File: src/hw/rtl/hps_pkg.sv
// Package for the HRRN process scheduler: field widths, the slot record,
// and the command/status structs between controller and datapath.
// No dependencies.
package hps_pkg;

  localparam int ID_W      = 8;
  localparam int TIME_W    = 32;
  localparam int LEFT_W    = 16;
  localparam int PROD_W    = TIME_W + LEFT_W;
  localparam int CNT_OUT_W = 5;

  // One waiting-table entry as stored in the slot memory.
  typedef struct packed {
    logic [ID_W-1:0]   id;
    logic [TIME_W-1:0] start;
    logic [LEFT_W-1:0] left;
  } slot_t;

  localparam int SLOT_W = $bits(slot_t);

  // Operation codes of the input channel.
  localparam logic OP_TICK   = 1'b0;
  localparam logic OP_ARRIVE = 1'b1;

  // Controller to datapath.
  typedef struct packed {
    logic capture;
    logic exec_arrive;
    logic exec_tick;
    logic scan_start;
    logic mul;
    logic cmp;
    logic sh_start;
    logic sh_step;
    logic load;
    logic out_load;
  } hps_cmd_t;

  // Datapath to controller.
  typedef struct packed {
    logic is_arrival;
    logic need_pick;
    logic table_empty;
    logic scan_more;
    logic sh_any;
    logic sh_more;
  } hps_sts_t;

endpackage

File: src/hw/rtl/hps_if.sv
// Channel interfaces of the HRRN scheduler: the item input channel and
// the result output channel. Field widths come from hps_pkg.
interface hps_in_if;
  logic                       valid;
  logic                       ready;
  logic                       operation;
  logic [hps_pkg::ID_W-1:0]   proc_id;
  logic [hps_pkg::TIME_W-1:0] arrival_time;
  logic [hps_pkg::LEFT_W-1:0] burst_time;

  modport source(output valid, operation, proc_id, arrival_time, burst_time,
                 input ready);
  modport sink(input valid, operation, proc_id, arrival_time, burst_time,
               output ready);
endinterface

interface hps_out_if;
  logic                          valid;
  logic                          ready;
  logic                          running_valid;
  logic [hps_pkg::ID_W-1:0]      running_id;
  logic [hps_pkg::LEFT_W-1:0]    running_left;
  logic [hps_pkg::CNT_OUT_W-1:0] waiting_count;
  logic                          arrival_dropped;

  modport source(output valid, running_valid, running_id, running_left,
                 waiting_count, arrival_dropped, input ready);
  modport sink(input valid, running_valid, running_id, running_left,
               waiting_count, arrival_dropped, output ready);
endinterface

File: src/hw/rtl/hrrn_process_scheduler_core.sv
// Top level of the non-preemptive HRRN process scheduler.
// Depends on hps_pkg, hps_if, hps_ram, hps_ctrl and hps_dp.
//
//  Channel   Direction  Handshake      Payload
//  in_chan   input      valid / ready  operation, proc_id, arrival_time, burst_time
//  out_chan  output     valid / ready  running_valid, running_id, running_left,
//                                      waiting_count, arrival_dropped
//
// An arrival transaction or a tick that needs no new pick passes from
// acceptance through the execute and finish states. A tick that picks from
// the waiting entries visits a multiply state and a compare state for each
// entry, then the removal shift and the load; the single read port of the
// slot memory and the multiply-then-compare per entry set that pace.
// Reset is synchronous and active low; it empties the table and clears the
// time counter and the running process at once, with no clearing pass.
// The result sits in an output register, so the next transaction is taken
// while a result waits; a stalled output only holds the block at the end
// of the following item.
module hrrn_process_scheduler_core #(
  parameter int PROC_SLOTS = 16
) (
  input logic      clk,
  input logic      rst_n,
  hps_in_if.sink   in_chan,
  hps_out_if.source out_chan
);

  // Commands and status between the sequencer and the datapath.
  hps_pkg::hps_cmd_t cmd;
  hps_pkg::hps_sts_t sts;

  logic in_ready;
  logic out_valid;

  // The controller owns the handshakes and steps through the scan and
  // the shift that closes the gap left by the chosen process.
  hps_ctrl u_ctrl (
    .clk      (clk),
    .rst_n    (rst_n),
    .in_valid (in_chan.valid),
    .in_ready (in_ready),
    .out_valid(out_valid),
    .out_ready(out_chan.ready),
    .sts      (sts),
    .cmd      (cmd)
  );

  // The datapath keeps the table in a memory in arrival order with no
  // gaps, so a fill count stands in for per-slot valid bits.
  hps_dp #(
    .PROC_SLOTS(PROC_SLOTS)
  ) u_dp (
    .clk                (clk),
    .rst_n              (rst_n),
    .cmd                (cmd),
    .sts                (sts),
    .in_operation       (in_chan.operation),
    .in_proc_id         (in_chan.proc_id),
    .in_arrival_time    (in_chan.arrival_time),
    .in_burst_time      (in_chan.burst_time),
    .out_running_valid  (out_chan.running_valid),
    .out_running_id     (out_chan.running_id),
    .out_running_left   (out_chan.running_left),
    .out_waiting_count  (out_chan.waiting_count),
    .out_arrival_dropped(out_chan.arrival_dropped)
  );

  assign in_chan.ready  = in_ready;
  assign out_chan.valid = out_valid;

endmodule

File: src/hw/rtl/hps_ram.sv
// Generic simple dual-port RAM: one write port, one read port with
// registered read data. No dependencies.
module hps_ram #(
  parameter int WIDTH = 8,
  parameter int DEPTH = 16
) (
  input  logic                     clk,
  input  logic                     we,
  input  logic [$clog2(DEPTH)-1:0] waddr,
  input  logic [WIDTH-1:0]         wdata,
  input  logic                     re,
  input  logic [$clog2(DEPTH)-1:0] raddr,
  output logic [WIDTH-1:0]         rdata
);

  logic [WIDTH-1:0] mem [DEPTH];

  always_ff @(posedge clk) begin
    if (we) begin
      mem[waddr] <= wdata;
    end
    if (re) begin
      rdata <= mem[raddr];
    end
  end

endmodule

File: src/hw/rtl/hps_ctrl.sv
// Controller of the HRRN scheduler: sequences arrival, tick, scan, shift
// and result hand-off. Depends on hps_pkg for the command/status structs.
module hps_ctrl (
  input  logic              clk,
  input  logic              rst_n,
  input  logic              in_valid,
  output logic              in_ready,
  output logic              out_valid,
  input  logic              out_ready,
  input  hps_pkg::hps_sts_t sts,
  output hps_pkg::hps_cmd_t cmd
);

  typedef enum logic [2:0] {
    S_IDLE,
    S_EXEC,
    S_MUL,
    S_CMP,
    S_SH0,
    S_SH1,
    S_LOAD,
    S_FINISH
  } state_t;

  state_t state_r, state_nxt;
  logic   out_valid_r, out_valid_nxt;

  always_comb begin
    cmd           = '0;
    state_nxt     = state_r;
    out_valid_nxt = out_valid_r && !out_ready;
    in_ready      = 1'b0;
    unique case (state_r)
      S_IDLE: begin
        in_ready = 1'b1;
        if (in_valid) begin
          cmd.capture = 1'b1;
          state_nxt   = S_EXEC;
        end
      end
      S_EXEC: begin
        if (sts.is_arrival) begin
          cmd.exec_arrive = 1'b1;
          state_nxt       = S_FINISH;
        end else begin
          cmd.exec_tick = 1'b1;
          if (sts.need_pick && !sts.table_empty) begin
            cmd.scan_start = 1'b1;
            state_nxt      = S_MUL;
          end else begin
            state_nxt = S_FINISH;
          end
        end
      end
      S_MUL: begin
        cmd.mul   = 1'b1;
        state_nxt = S_CMP;
      end
      S_CMP: begin
        cmd.cmp   = 1'b1;
        state_nxt = sts.scan_more ? S_MUL : S_SH0;
      end
      S_SH0: begin
        cmd.sh_start = 1'b1;
        state_nxt    = sts.sh_any ? S_SH1 : S_LOAD;
      end
      S_SH1: begin
        cmd.sh_step = 1'b1;
        state_nxt   = sts.sh_more ? S_SH1 : S_LOAD;
      end
      S_LOAD: begin
        cmd.load  = 1'b1;
        state_nxt = S_FINISH;
      end
      S_FINISH: begin
        if (!out_valid_r || out_ready) begin
          cmd.out_load  = 1'b1;
          out_valid_nxt = 1'b1;
          state_nxt     = S_IDLE;
        end
      end
      default: begin
        state_nxt = S_IDLE;
      end
    endcase
  end

  always_ff @(posedge clk) begin
    if (!rst_n) begin
      state_r     <= S_IDLE;
      out_valid_r <= 1'b0;
    end else begin
      state_r     <= state_nxt;
      out_valid_r <= out_valid_nxt;
    end
  end

  assign out_valid = out_valid_r;

  // A new result only appears when an item has just been finished.
  a_rose_after_finish: assert property (@(posedge clk) disable iff (!rst_n)
    $rose(out_valid_r) |-> $past(state_r == S_FINISH))
    else $error("result raised outside of finish");

  // The running process is only loaded after the removal shift.
  a_load_after_shift: assert property (@(posedge clk) disable iff (!rst_n)
    cmd.load |-> ($past(state_r == S_SH0) || $past(state_r == S_SH1)))
    else $error("load without removal shift");

endmodule

File: src/hw/rtl/hps_dp.sv
// Datapath of the HRRN scheduler: slot memory, time counter, running
// process, ratio compare and result register. Depends on hps_pkg, hps_ram.
module hps_dp #(
  parameter int PROC_SLOTS = 16
) (
  input  logic                          clk,
  input  logic                          rst_n,
  input  hps_pkg::hps_cmd_t             cmd,
  output hps_pkg::hps_sts_t             sts,
  input  logic                          in_operation,
  input  logic [hps_pkg::ID_W-1:0]      in_proc_id,
  input  logic [hps_pkg::TIME_W-1:0]    in_arrival_time,
  input  logic [hps_pkg::LEFT_W-1:0]    in_burst_time,
  output logic                          out_running_valid,
  output logic [hps_pkg::ID_W-1:0]      out_running_id,
  output logic [hps_pkg::LEFT_W-1:0]    out_running_left,
  output logic [hps_pkg::CNT_OUT_W-1:0] out_waiting_count,
  output logic                          out_arrival_dropped
);

  localparam int AW = $clog2(PROC_SLOTS);
  localparam int CW = $clog2(PROC_SLOTS + 1);

  // Latched input item.
  logic                       op_r;
  logic [hps_pkg::ID_W-1:0]   in_id_r;
  logic [hps_pkg::TIME_W-1:0] in_start_r;
  logic [hps_pkg::LEFT_W-1:0] in_burst_r;

  // Architectural state.
  logic [hps_pkg::TIME_W-1:0] tick_r;
  logic [CW-1:0]              count_r;
  logic                       run_valid_r;
  logic [hps_pkg::ID_W-1:0]   run_id_r;
  logic [hps_pkg::LEFT_W-1:0] run_left_r;
  logic                       dropped_r;

  // Scan and shift working registers.
  logic [AW-1:0]              scan_idx_r;
  logic [AW-1:0]              cand_idx_r;
  logic [AW-1:0]              best_idx_r;
  logic [AW-1:0]              ptr_r;
  logic                       found_r;
  logic [hps_pkg::TIME_W-1:0] cand_w_r, best_w_r;
  logic [hps_pkg::LEFT_W-1:0] cand_l_r, best_l_r;
  logic [hps_pkg::ID_W-1:0]   cand_id_r, best_id_r;
  logic [hps_pkg::PROD_W-1:0] p_cand_r, p_best_r;

  // Result register.
  logic                          res_valid_r;
  logic [hps_pkg::ID_W-1:0]      res_id_r;
  logic [hps_pkg::LEFT_W-1:0]    res_left_r;
  logic [hps_pkg::CNT_OUT_W-1:0] res_count_r;
  logic                          res_dropped_r;

  logic                       full;
  logic                       need_pick;
  logic                       better;
  logic [hps_pkg::TIME_W-1:0] rd_wait;
  logic [hps_pkg::LEFT_W-1:0] burst_fix;
  hps_pkg::slot_t             rd_slot, wr_slot;
  logic [hps_pkg::SLOT_W-1:0] ram_rdata;
  logic                       ram_we, ram_re;
  logic [AW-1:0]              ram_waddr, ram_raddr;

  assign full      = (count_r == CW'(PROC_SLOTS));
  assign need_pick = !run_valid_r || (run_left_r == '0);
  assign rd_slot   = hps_pkg::slot_t'(ram_rdata);
  assign rd_wait   = tick_r - rd_slot.start;
  assign burst_fix = (in_burst_r == '0) ? hps_pkg::LEFT_W'(1) : in_burst_r;
  // Strict compare keeps the earliest entry on a tie.
  assign better    = !found_r || (p_cand_r > p_best_r);

  assign sts.is_arrival  = (op_r == hps_pkg::OP_ARRIVE);
  assign sts.need_pick   = need_pick;
  assign sts.table_empty = (count_r == '0);
  assign sts.scan_more   = (CW'(scan_idx_r) + CW'(1)) < count_r;
  assign sts.sh_any      = (CW'(best_idx_r) + CW'(1)) < count_r;
  assign sts.sh_more     = (CW'(ptr_r) + CW'(1)) < count_r;

  always_comb begin
    ram_we    = 1'b0;
    ram_waddr = count_r[AW-1:0];
    wr_slot   = '{id: in_id_r, start: in_start_r, left: burst_fix};
    if (cmd.exec_arrive && !full) begin
      ram_we = 1'b1;
    end else if (cmd.sh_step) begin
      ram_we    = 1'b1;
      ram_waddr = ptr_r - AW'(1);
      wr_slot   = rd_slot;
    end
  end

  always_comb begin
    ram_re    = 1'b0;
    ram_raddr = '0;
    priority if (cmd.scan_start) begin
      ram_re = 1'b1;
    end else if (cmd.cmp) begin
      ram_re    = sts.scan_more;
      ram_raddr = scan_idx_r + AW'(1);
    end else if (cmd.sh_start) begin
      ram_re    = sts.sh_any;
      ram_raddr = best_idx_r + AW'(1);
    end else if (cmd.sh_step) begin
      ram_re    = sts.sh_more;
      ram_raddr = ptr_r + AW'(1);
    end else begin
      ram_re = 1'b0;
    end
  end

  hps_ram #(
    .WIDTH(hps_pkg::SLOT_W),
    .DEPTH(PROC_SLOTS)
  ) u_slots (
    .clk  (clk),
    .we   (ram_we),
    .waddr(ram_waddr),
    .wdata(wr_slot),
    .re   (ram_re),
    .raddr(ram_raddr),
    .rdata(ram_rdata)
  );

  // State that reset clears.
  always_ff @(posedge clk) begin
    if (!rst_n) begin
      tick_r      <= '0;
      count_r     <= '0;
      run_valid_r <= 1'b0;
      run_id_r    <= '0;
      run_left_r  <= '0;
    end else begin
      if (cmd.exec_arrive && !full) begin
        count_r <= count_r + CW'(1);
      end
      if (cmd.exec_tick) begin
        tick_r <= tick_r + hps_pkg::TIME_W'(1);
        if (!cmd.scan_start) begin
          if (need_pick) begin
            run_valid_r <= 1'b0;
            run_id_r    <= '0;
            run_left_r  <= '0;
          end else begin
            run_left_r <= run_left_r - hps_pkg::LEFT_W'(1);
          end
        end
      end
      if (cmd.load) begin
        count_r     <= count_r - CW'(1);
        run_valid_r <= 1'b1;
        run_id_r    <= best_id_r;
        run_left_r  <= best_l_r - ((best_l_r != '0) ? hps_pkg::LEFT_W'(1) : '0);
      end
    end
  end

  // Working and payload registers.
  always_ff @(posedge clk) begin
    if (cmd.capture) begin
      op_r       <= in_operation;
      in_id_r    <= in_proc_id;
      in_start_r <= in_arrival_time;
      in_burst_r <= in_burst_time;
    end
    if (cmd.exec_arrive) begin
      dropped_r <= full;
    end
    if (cmd.exec_tick) begin
      dropped_r <= 1'b0;
    end
    if (cmd.scan_start) begin
      scan_idx_r <= '0;
      found_r    <= 1'b0;
    end
    if (cmd.mul) begin
      cand_w_r   <= rd_wait;
      cand_l_r   <= rd_slot.left;
      cand_id_r  <= rd_slot.id;
      cand_idx_r <= scan_idx_r;
      p_cand_r   <= hps_pkg::PROD_W'(rd_wait) * hps_pkg::PROD_W'(best_l_r);
      p_best_r   <= hps_pkg::PROD_W'(best_w_r) * hps_pkg::PROD_W'(rd_slot.left);
    end
    if (cmd.cmp) begin
      if (better) begin
        found_r    <= 1'b1;
        best_w_r   <= cand_w_r;
        best_l_r   <= cand_l_r;
        best_id_r  <= cand_id_r;
        best_idx_r <= cand_idx_r;
      end
      if (sts.scan_more) begin
        scan_idx_r <= scan_idx_r + AW'(1);
      end
    end
    if (cmd.sh_start) begin
      ptr_r <= best_idx_r + AW'(1);
    end
    if (cmd.sh_step) begin
      ptr_r <= ptr_r + AW'(1);
    end
    if (cmd.out_load) begin
      res_valid_r   <= run_valid_r;
      res_id_r      <= run_valid_r ? run_id_r : '0;
      res_left_r    <= run_valid_r ? run_left_r : '0;
      res_count_r   <= hps_pkg::CNT_OUT_W'(count_r);
      res_dropped_r <= dropped_r;
    end
  end

  assign out_running_valid   = res_valid_r;
  assign out_running_id      = res_id_r;
  assign out_running_left    = res_left_r;
  assign out_waiting_count   = res_count_r;
  assign out_arrival_dropped = res_dropped_r;

  a_count_bound: assert property (@(posedge clk) disable iff (!rst_n)
    count_r <= CW'(PROC_SLOTS))
    else $error("waiting count above table size");

  a_load_nonempty: assert property (@(posedge clk) disable iff (!rst_n)
    cmd.load |-> (count_r != '0))
    else $error("removal from an empty table");

  a_scan_in_table: assert property (@(posedge clk) disable iff (!rst_n)
    cmd.mul |-> (CW'(scan_idx_r) < count_r))
    else $error("scan index beyond the filled table");

endmodule

File: src/flat_wrapper.sv
// flat-port wrapper written by rule: the top's interface ports become plain ports
module hrrn_process_scheduler_core_flat 
#(
  parameter int PROC_SLOTS = 16
)
  (clk, rst_n, in_chan_valid, in_chan_operation, in_chan_proc_id, in_chan_arrival_time, in_chan_burst_time, in_chan_ready, out_chan_valid, out_chan_running_valid, out_chan_running_id, out_chan_running_left, out_chan_waiting_count, out_chan_arrival_dropped, out_chan_ready);
  hps_in_if in_chan_i ();
  hps_out_if out_chan_i ();
  input logic clk;
  input logic rst_n;
  input wire logic [$bits(in_chan_i.valid)-1:0] in_chan_valid;
  input wire logic [$bits(in_chan_i.operation)-1:0] in_chan_operation;
  input wire logic [$bits(in_chan_i.proc_id)-1:0] in_chan_proc_id;
  input wire logic [$bits(in_chan_i.arrival_time)-1:0] in_chan_arrival_time;
  input wire logic [$bits(in_chan_i.burst_time)-1:0] in_chan_burst_time;
  output wire logic [$bits(in_chan_i.ready)-1:0] in_chan_ready;
  output wire logic [$bits(out_chan_i.valid)-1:0] out_chan_valid;
  output wire logic [$bits(out_chan_i.running_valid)-1:0] out_chan_running_valid;
  output wire logic [$bits(out_chan_i.running_id)-1:0] out_chan_running_id;
  output wire logic [$bits(out_chan_i.running_left)-1:0] out_chan_running_left;
  output wire logic [$bits(out_chan_i.waiting_count)-1:0] out_chan_waiting_count;
  output wire logic [$bits(out_chan_i.arrival_dropped)-1:0] out_chan_arrival_dropped;
  input wire logic [$bits(out_chan_i.ready)-1:0] out_chan_ready;
  assign in_chan_i.valid = in_chan_valid;
  assign in_chan_i.operation = in_chan_operation;
  assign in_chan_i.proc_id = in_chan_proc_id;
  assign in_chan_i.arrival_time = in_chan_arrival_time;
  assign in_chan_i.burst_time = in_chan_burst_time;
  assign in_chan_ready = in_chan_i.ready;
  assign out_chan_valid = out_chan_i.valid;
  assign out_chan_running_valid = out_chan_i.running_valid;
  assign out_chan_running_id = out_chan_i.running_id;
  assign out_chan_running_left = out_chan_i.running_left;
  assign out_chan_waiting_count = out_chan_i.waiting_count;
  assign out_chan_arrival_dropped = out_chan_i.arrival_dropped;
  assign out_chan_i.ready = out_chan_ready;
  hrrn_process_scheduler_core #(.PROC_SLOTS(PROC_SLOTS)) u_core (.clk(clk), .rst_n(rst_n), .in_chan(in_chan_i), .out_chan(out_chan_i));
endmodule
File: config.mk
export PLATFORM = sky130hd
export DESIGN_NAME = hrrn_process_scheduler_core_flat
export DESIGN_NICKNAME = d
export VERILOG_FILES = /design/src/hw/rtl/hps_pkg.sv /design/src/hw/rtl/hps_if.sv /design/src/hw/rtl/hrrn_process_scheduler_core.sv /design/src/hw/rtl/hps_ram.sv /design/src/hw/rtl/hps_ctrl.sv /design/src/hw/rtl/hps_dp.sv /design/src/flat_wrapper.sv
export SDC_FILE = /design/constraint.sdc
export NUM_CORES = 2
export LEC_CHECK = 0
export ABC_AREA = 1
export BUFFER_PORTS_ARGS = -buffer_cell sky130_fd_sc_hd__clkbuf_2
export CORE_MARGIN = 1.5
export CORE_UTILIZATION = 50
export CTS_BUF_LIST = sky130_fd_sc_hd__clkbuf_4
export DETAILED_ROUTE_END_ITERATION = 10
export HOLD_SLACK_MARGIN = 0.15
export PLACE_DENSITY = 0.65
export SYNTH_ARGS = -nofsm -noshare
export SYNTH_HDL_FRONTEND = slang
export SYNTH_HIERARCHICAL = 1
export SYNTH_SLANG_ARGS = --single-unit
File: constraint.sdc
create_clock -name clk -period 8.6 [get_ports clk]
set_input_delay 2.58 -clock clk [delete_from_list [all_inputs] [get_ports clk]]
set_output_delay 2.58 -clock clk [all_outputs]
set_load 0.02 [all_outputs]
==> flow_metrics.env <==
export IMPL_final_nets=11400
export IMPL_cts_buffers=367
export IMPL_clk_pin_slew_worst_paths_ns=0.07
export IMPL_io_pins=94
export IMPL_avgSynthCellArea_sq_um=9.24
export IMPL_syn_area_sq_um=91800
export IMPL_cts_buffer_depth=4
export IMPL_hp_start="u_core/u_dp/cand_l_r[14]"
export IMPL_clk_latency_ns=1.33
export IMPL_grt_pass1_vias=69400
export IMPL_core_area_sq_um=183000
export IMPL_seqCellArea_sq_um=39300
export IMPL_track_usage_pct=28.7
export IMPL_htree_levels=5
export IMPL_ys_top_cells_by_area="edfxtp_1 41%, fa_1 18%, nand2_1 11%, inv_1 8.5%, nand3_1 4.7%"
export IMPL_cts_hold_buf=0
export IMPL_synth_compound_area_share_pct=3.00
export IMPL_portBuffers=93
export IMPL_reg2reg_depth=33
export IMPL_final_layout_size_suffix_gt1_share_pct=8.72
export IMPL_cpMaxStageDelayCell="fa_1"
export IMPL_fin_tns_setup_ns=0
export IMPL_drt_iter0_drc=6236
export IMPL_r2r_start="u_core/u_dp/tick_r[0]"
export IMPL_post_cts_buffers=0
export IMPL_worstReg2RegEnd="u_core/u_dp/p_cand_r[36]"
export IMPL_hpwl_um=180000
export IMPL_die_width_um=431
export IMPL_synth_cell_type_count=59
export IMPL_slowest_delay_ns=0.53
export IMPL_grt_first_pass_wirelength_um=406000
export IMPL_worst_path_stages=33
export IMPL_crit_required_ns=9.60
export IMPL_hold_viol=0
export IMPL_worst_path_most_repeated_cell="inv_1"
export IMPL_worst_slew_pin_slew_ns=1.19
export IMPL_status="finished clean"
export IMPL_wirelength_um=265000
export IMPL_synth_seq_cells=1332
export IMPL_grt_start_max_net_pins=205
export IMPL_multiInputGateArea_sq_um=42500
export IMPL_first_pass_iters=7
export IMPL_finalCriticalPeriod_ns=7.88
export IMPL_arrival_ns=8.89
export IMPL_path_class="flop to flop"
export IMPL_vias_per_cell=5.34
export IMPL_synth_top_area_cell="edfxtp_1"
export IMPL_hold_depth=0
export IMPL_startpoint="u_core/u_dp/tick_r[0]"
export IMPL_crit_path_end="u_core/u_dp/p_cand_r[36]"
export IMPL_remaining_drc_errors=0
export IMPL_synth_simple_area_share_pct=19.1
export IMPL_overflow=0
export IMPL_fmaxAchievable_ghz=0.127
export IMPL_synthAdderAreaFrac_pct=22.9
export IMPL_finalWeightedCongestion=0.970
export IMPL_cts_tree="built"
export IMPL_fillCellCount=16500
export IMPL_syn_inst=9930
export IMPL_core_rowCount=157
export IMPL_synthMuxAreaShare_pct=0
export IMPL_syn_to_final_growth_pct=7.75
export IMPL_antenna_found_initial=6
export IMPL_dieArea_sq_um=186000
export IMPL_root_buffer="clkbuf_4"
export IMPL_yosysWarnings=6
export IMPL_finClkSkew_ns=0.172
export IMPL_hold_path_class="flop to flop"
export IMPL_crit_path_end_kind="flop"
export IMPL_rsz0062_at_grt="no"
export IMPL_finalSetupViolCount=0
export IMPL_synth_top_family_by_area="adder cells"
export IMPL_slew_violations=0
export IMPL_worst_setup_path_start_kind="flop"
export IMPL_slew_headroom_pct=20.7
export IMPL_cts_resized=0
export IMPL_worst_path_dominant_cell_family="adder cells"
export IMPL_cts_sinks=1332
export IMPL_synth_top_cell_area_share_pct=41.2
export IMPL_yosysSeqAreaShare_pct=42.8
export IMPL_num_vias=68200
export IMPL_rrSetupSlack_ns=0.72
export IMPL_drv_cap=0
export IMPL_start_util_pct=50.2
export IMPL_drtAntennaViolNets=0
export IMPL_wire_per_inst_um=20.7
export IMPL_syn_num_nets=11200
export IMPL_crit_fanout=11
export IMPL_synth_xor_area_share_pct=1.09
export IMPL_die_y_um=431
export IMPL_critical_path_buf_inv_count=10
export IMPL_fin_crit_sh_pct=91.7
metal layers:
metal	part of all wire (%)	global-route usage, %	vias up
met2	48	47.6	2935
li1	-	-	31300
met4	4.6	13.3	4
met5	0.013	0	-
met3	7.9	4.89	601
met1	40	36.9	33400
flip-flops by register name, indices dropped and copies added, names as in the netlist, 32 cells and up:
signal and cells:
u_core/u_dp/p_best_r 48, u_core/u_dp/cand_w_r 32, u_core/u_dp/best_w_r 32, u_core/u_dp/u_slots/mem 896
u_core/u_dp/tick_r 32, u_core/u_dp/u_slots/rdata 56, u_core/u_dp/p_cand_r 48, u_core/u_dp/in_start_r 32
through the flow:
stage          hold slack [ns]  worst slack [ns]  utilization [%]  instance area [sq um]  std cells
5_1_grt                  0.368             0.224             54.1                  98900      12800
6_report                 0.366             0.717             54.1                  98900      12800
3_3_place_gp             0.402             0.888             51.7                  94400      12100
4_1_cts                  0.371             0.793             54.1                  98800      12800
2_1_floorplan            0.400             0.853                -                  91800       9930
3_5_place_dp             0.405             0.771             51.7                  94400      12100
synthesized netlist by cell type, drive strengths merged:
cell type	number
a211oi	2
a21boi	4
a21o	13
a21oi	245
a22o	3
a22oi	1
a31oi	16
and2	1
and3	3
buf	202
clkbuf	230
clkinv	9
dfxtp	72
edfxtp	1260
fa	838
ha	342
inv	2098
nand2	2728
nand3	869
nand3b	12
nand4	53
nor2	534
nor3	47
nor4	14
o2111ai	1
o211ai	3
o21a	15
o21ai	178
o21ba	1
o21bai	13
o221a	1
o22ai	6
or2	5
xnor2	24
xor2	87
final cells by class:
cell class	count	share of cell area (%)
diodes	11	0.0278
repair buffers	250	1.70
inverters	2107	8.03
well taps	2385	3.02
flip-flops and latches	1332	39.7
multi-input cells	6059	43.0
clock inverters	90	0.466
clock buffers	536	4.07
worst register-to-register path: cells and delay by family, from the launching register on:
kind,cells,cell delay [ns]
adder cells (fa/ha/maj),9,3.81
AND/OR/NAND/NOR,12,2.30
buffers and inverters,10,1.04
flip-flops,1,0.33
AO/OA/AOI/OAI,2,0.20
logic make-up (layout without fill, tap and decap cells):
| family | count (synthesis) | in the layout |
|---|---|---|
| other | 0 | 11 |
| xor gates and xnor gates | 111 | 111 |
| AOI/OAI and AO/OA | 502 | 502 |
| buffers and inverters | 2539 | 2983 |
| DFF | 1332 | 1332 |
| and+or+nand+nor | 4266 | 4266 |
| adders and majority gates | 1180 | 1180 |
cells in the final DEF (no fill, tap or decap), types with 13 or more instances in the layout:
cell type  Yosys  routed
nand2_1     2708    2706
inv_1       2082    2077
edfxtp_1    1260    1260
nand3_1      866     866
fa_1         838     838
clkbuf_4       0     536
nor2_1       528     508
ha_1         342     342
a21oi_1      239     238
o21ai_0      172     171
buf_4         14     154
clkbuf_2       2      93
xor2_1        85      85
clkinv_1       9      77
dfxtp_1       72      72
nand4_1       53      53
nor3_1        46      46
xnor2_1       24      24
inv_2         14      21
nand2_2       19      19
nor2_4         1      19
a31oi_1       16      16
o21a_1        15      15
clkinv_2       0      13
nor4_1        13      13
how the worst min path moves through the flow:
| stage | to | slack [ns] |
|---|---|---|
| finish | u_core/u_dp/best_l_r[14] | 0.37 |
| global route | u_core/u_dp/best_l_r[14] | 0.37 |
| CTS | u_core/u_dp/best_w_r[5] | 0.37 |
| detailed placement | u_core/u_dp/best_id_r[3] | 0.40 |
| global placement | u_core/u_dp/best_w_r[29] | 0.40 |
| floorplan | u_core/u_dp/best_id_r[0] | 0.40 |
Power is left out: the tool's default activity adds up to more than one toggle a clock period on the data nets, which glitch-free logic cannot reach.
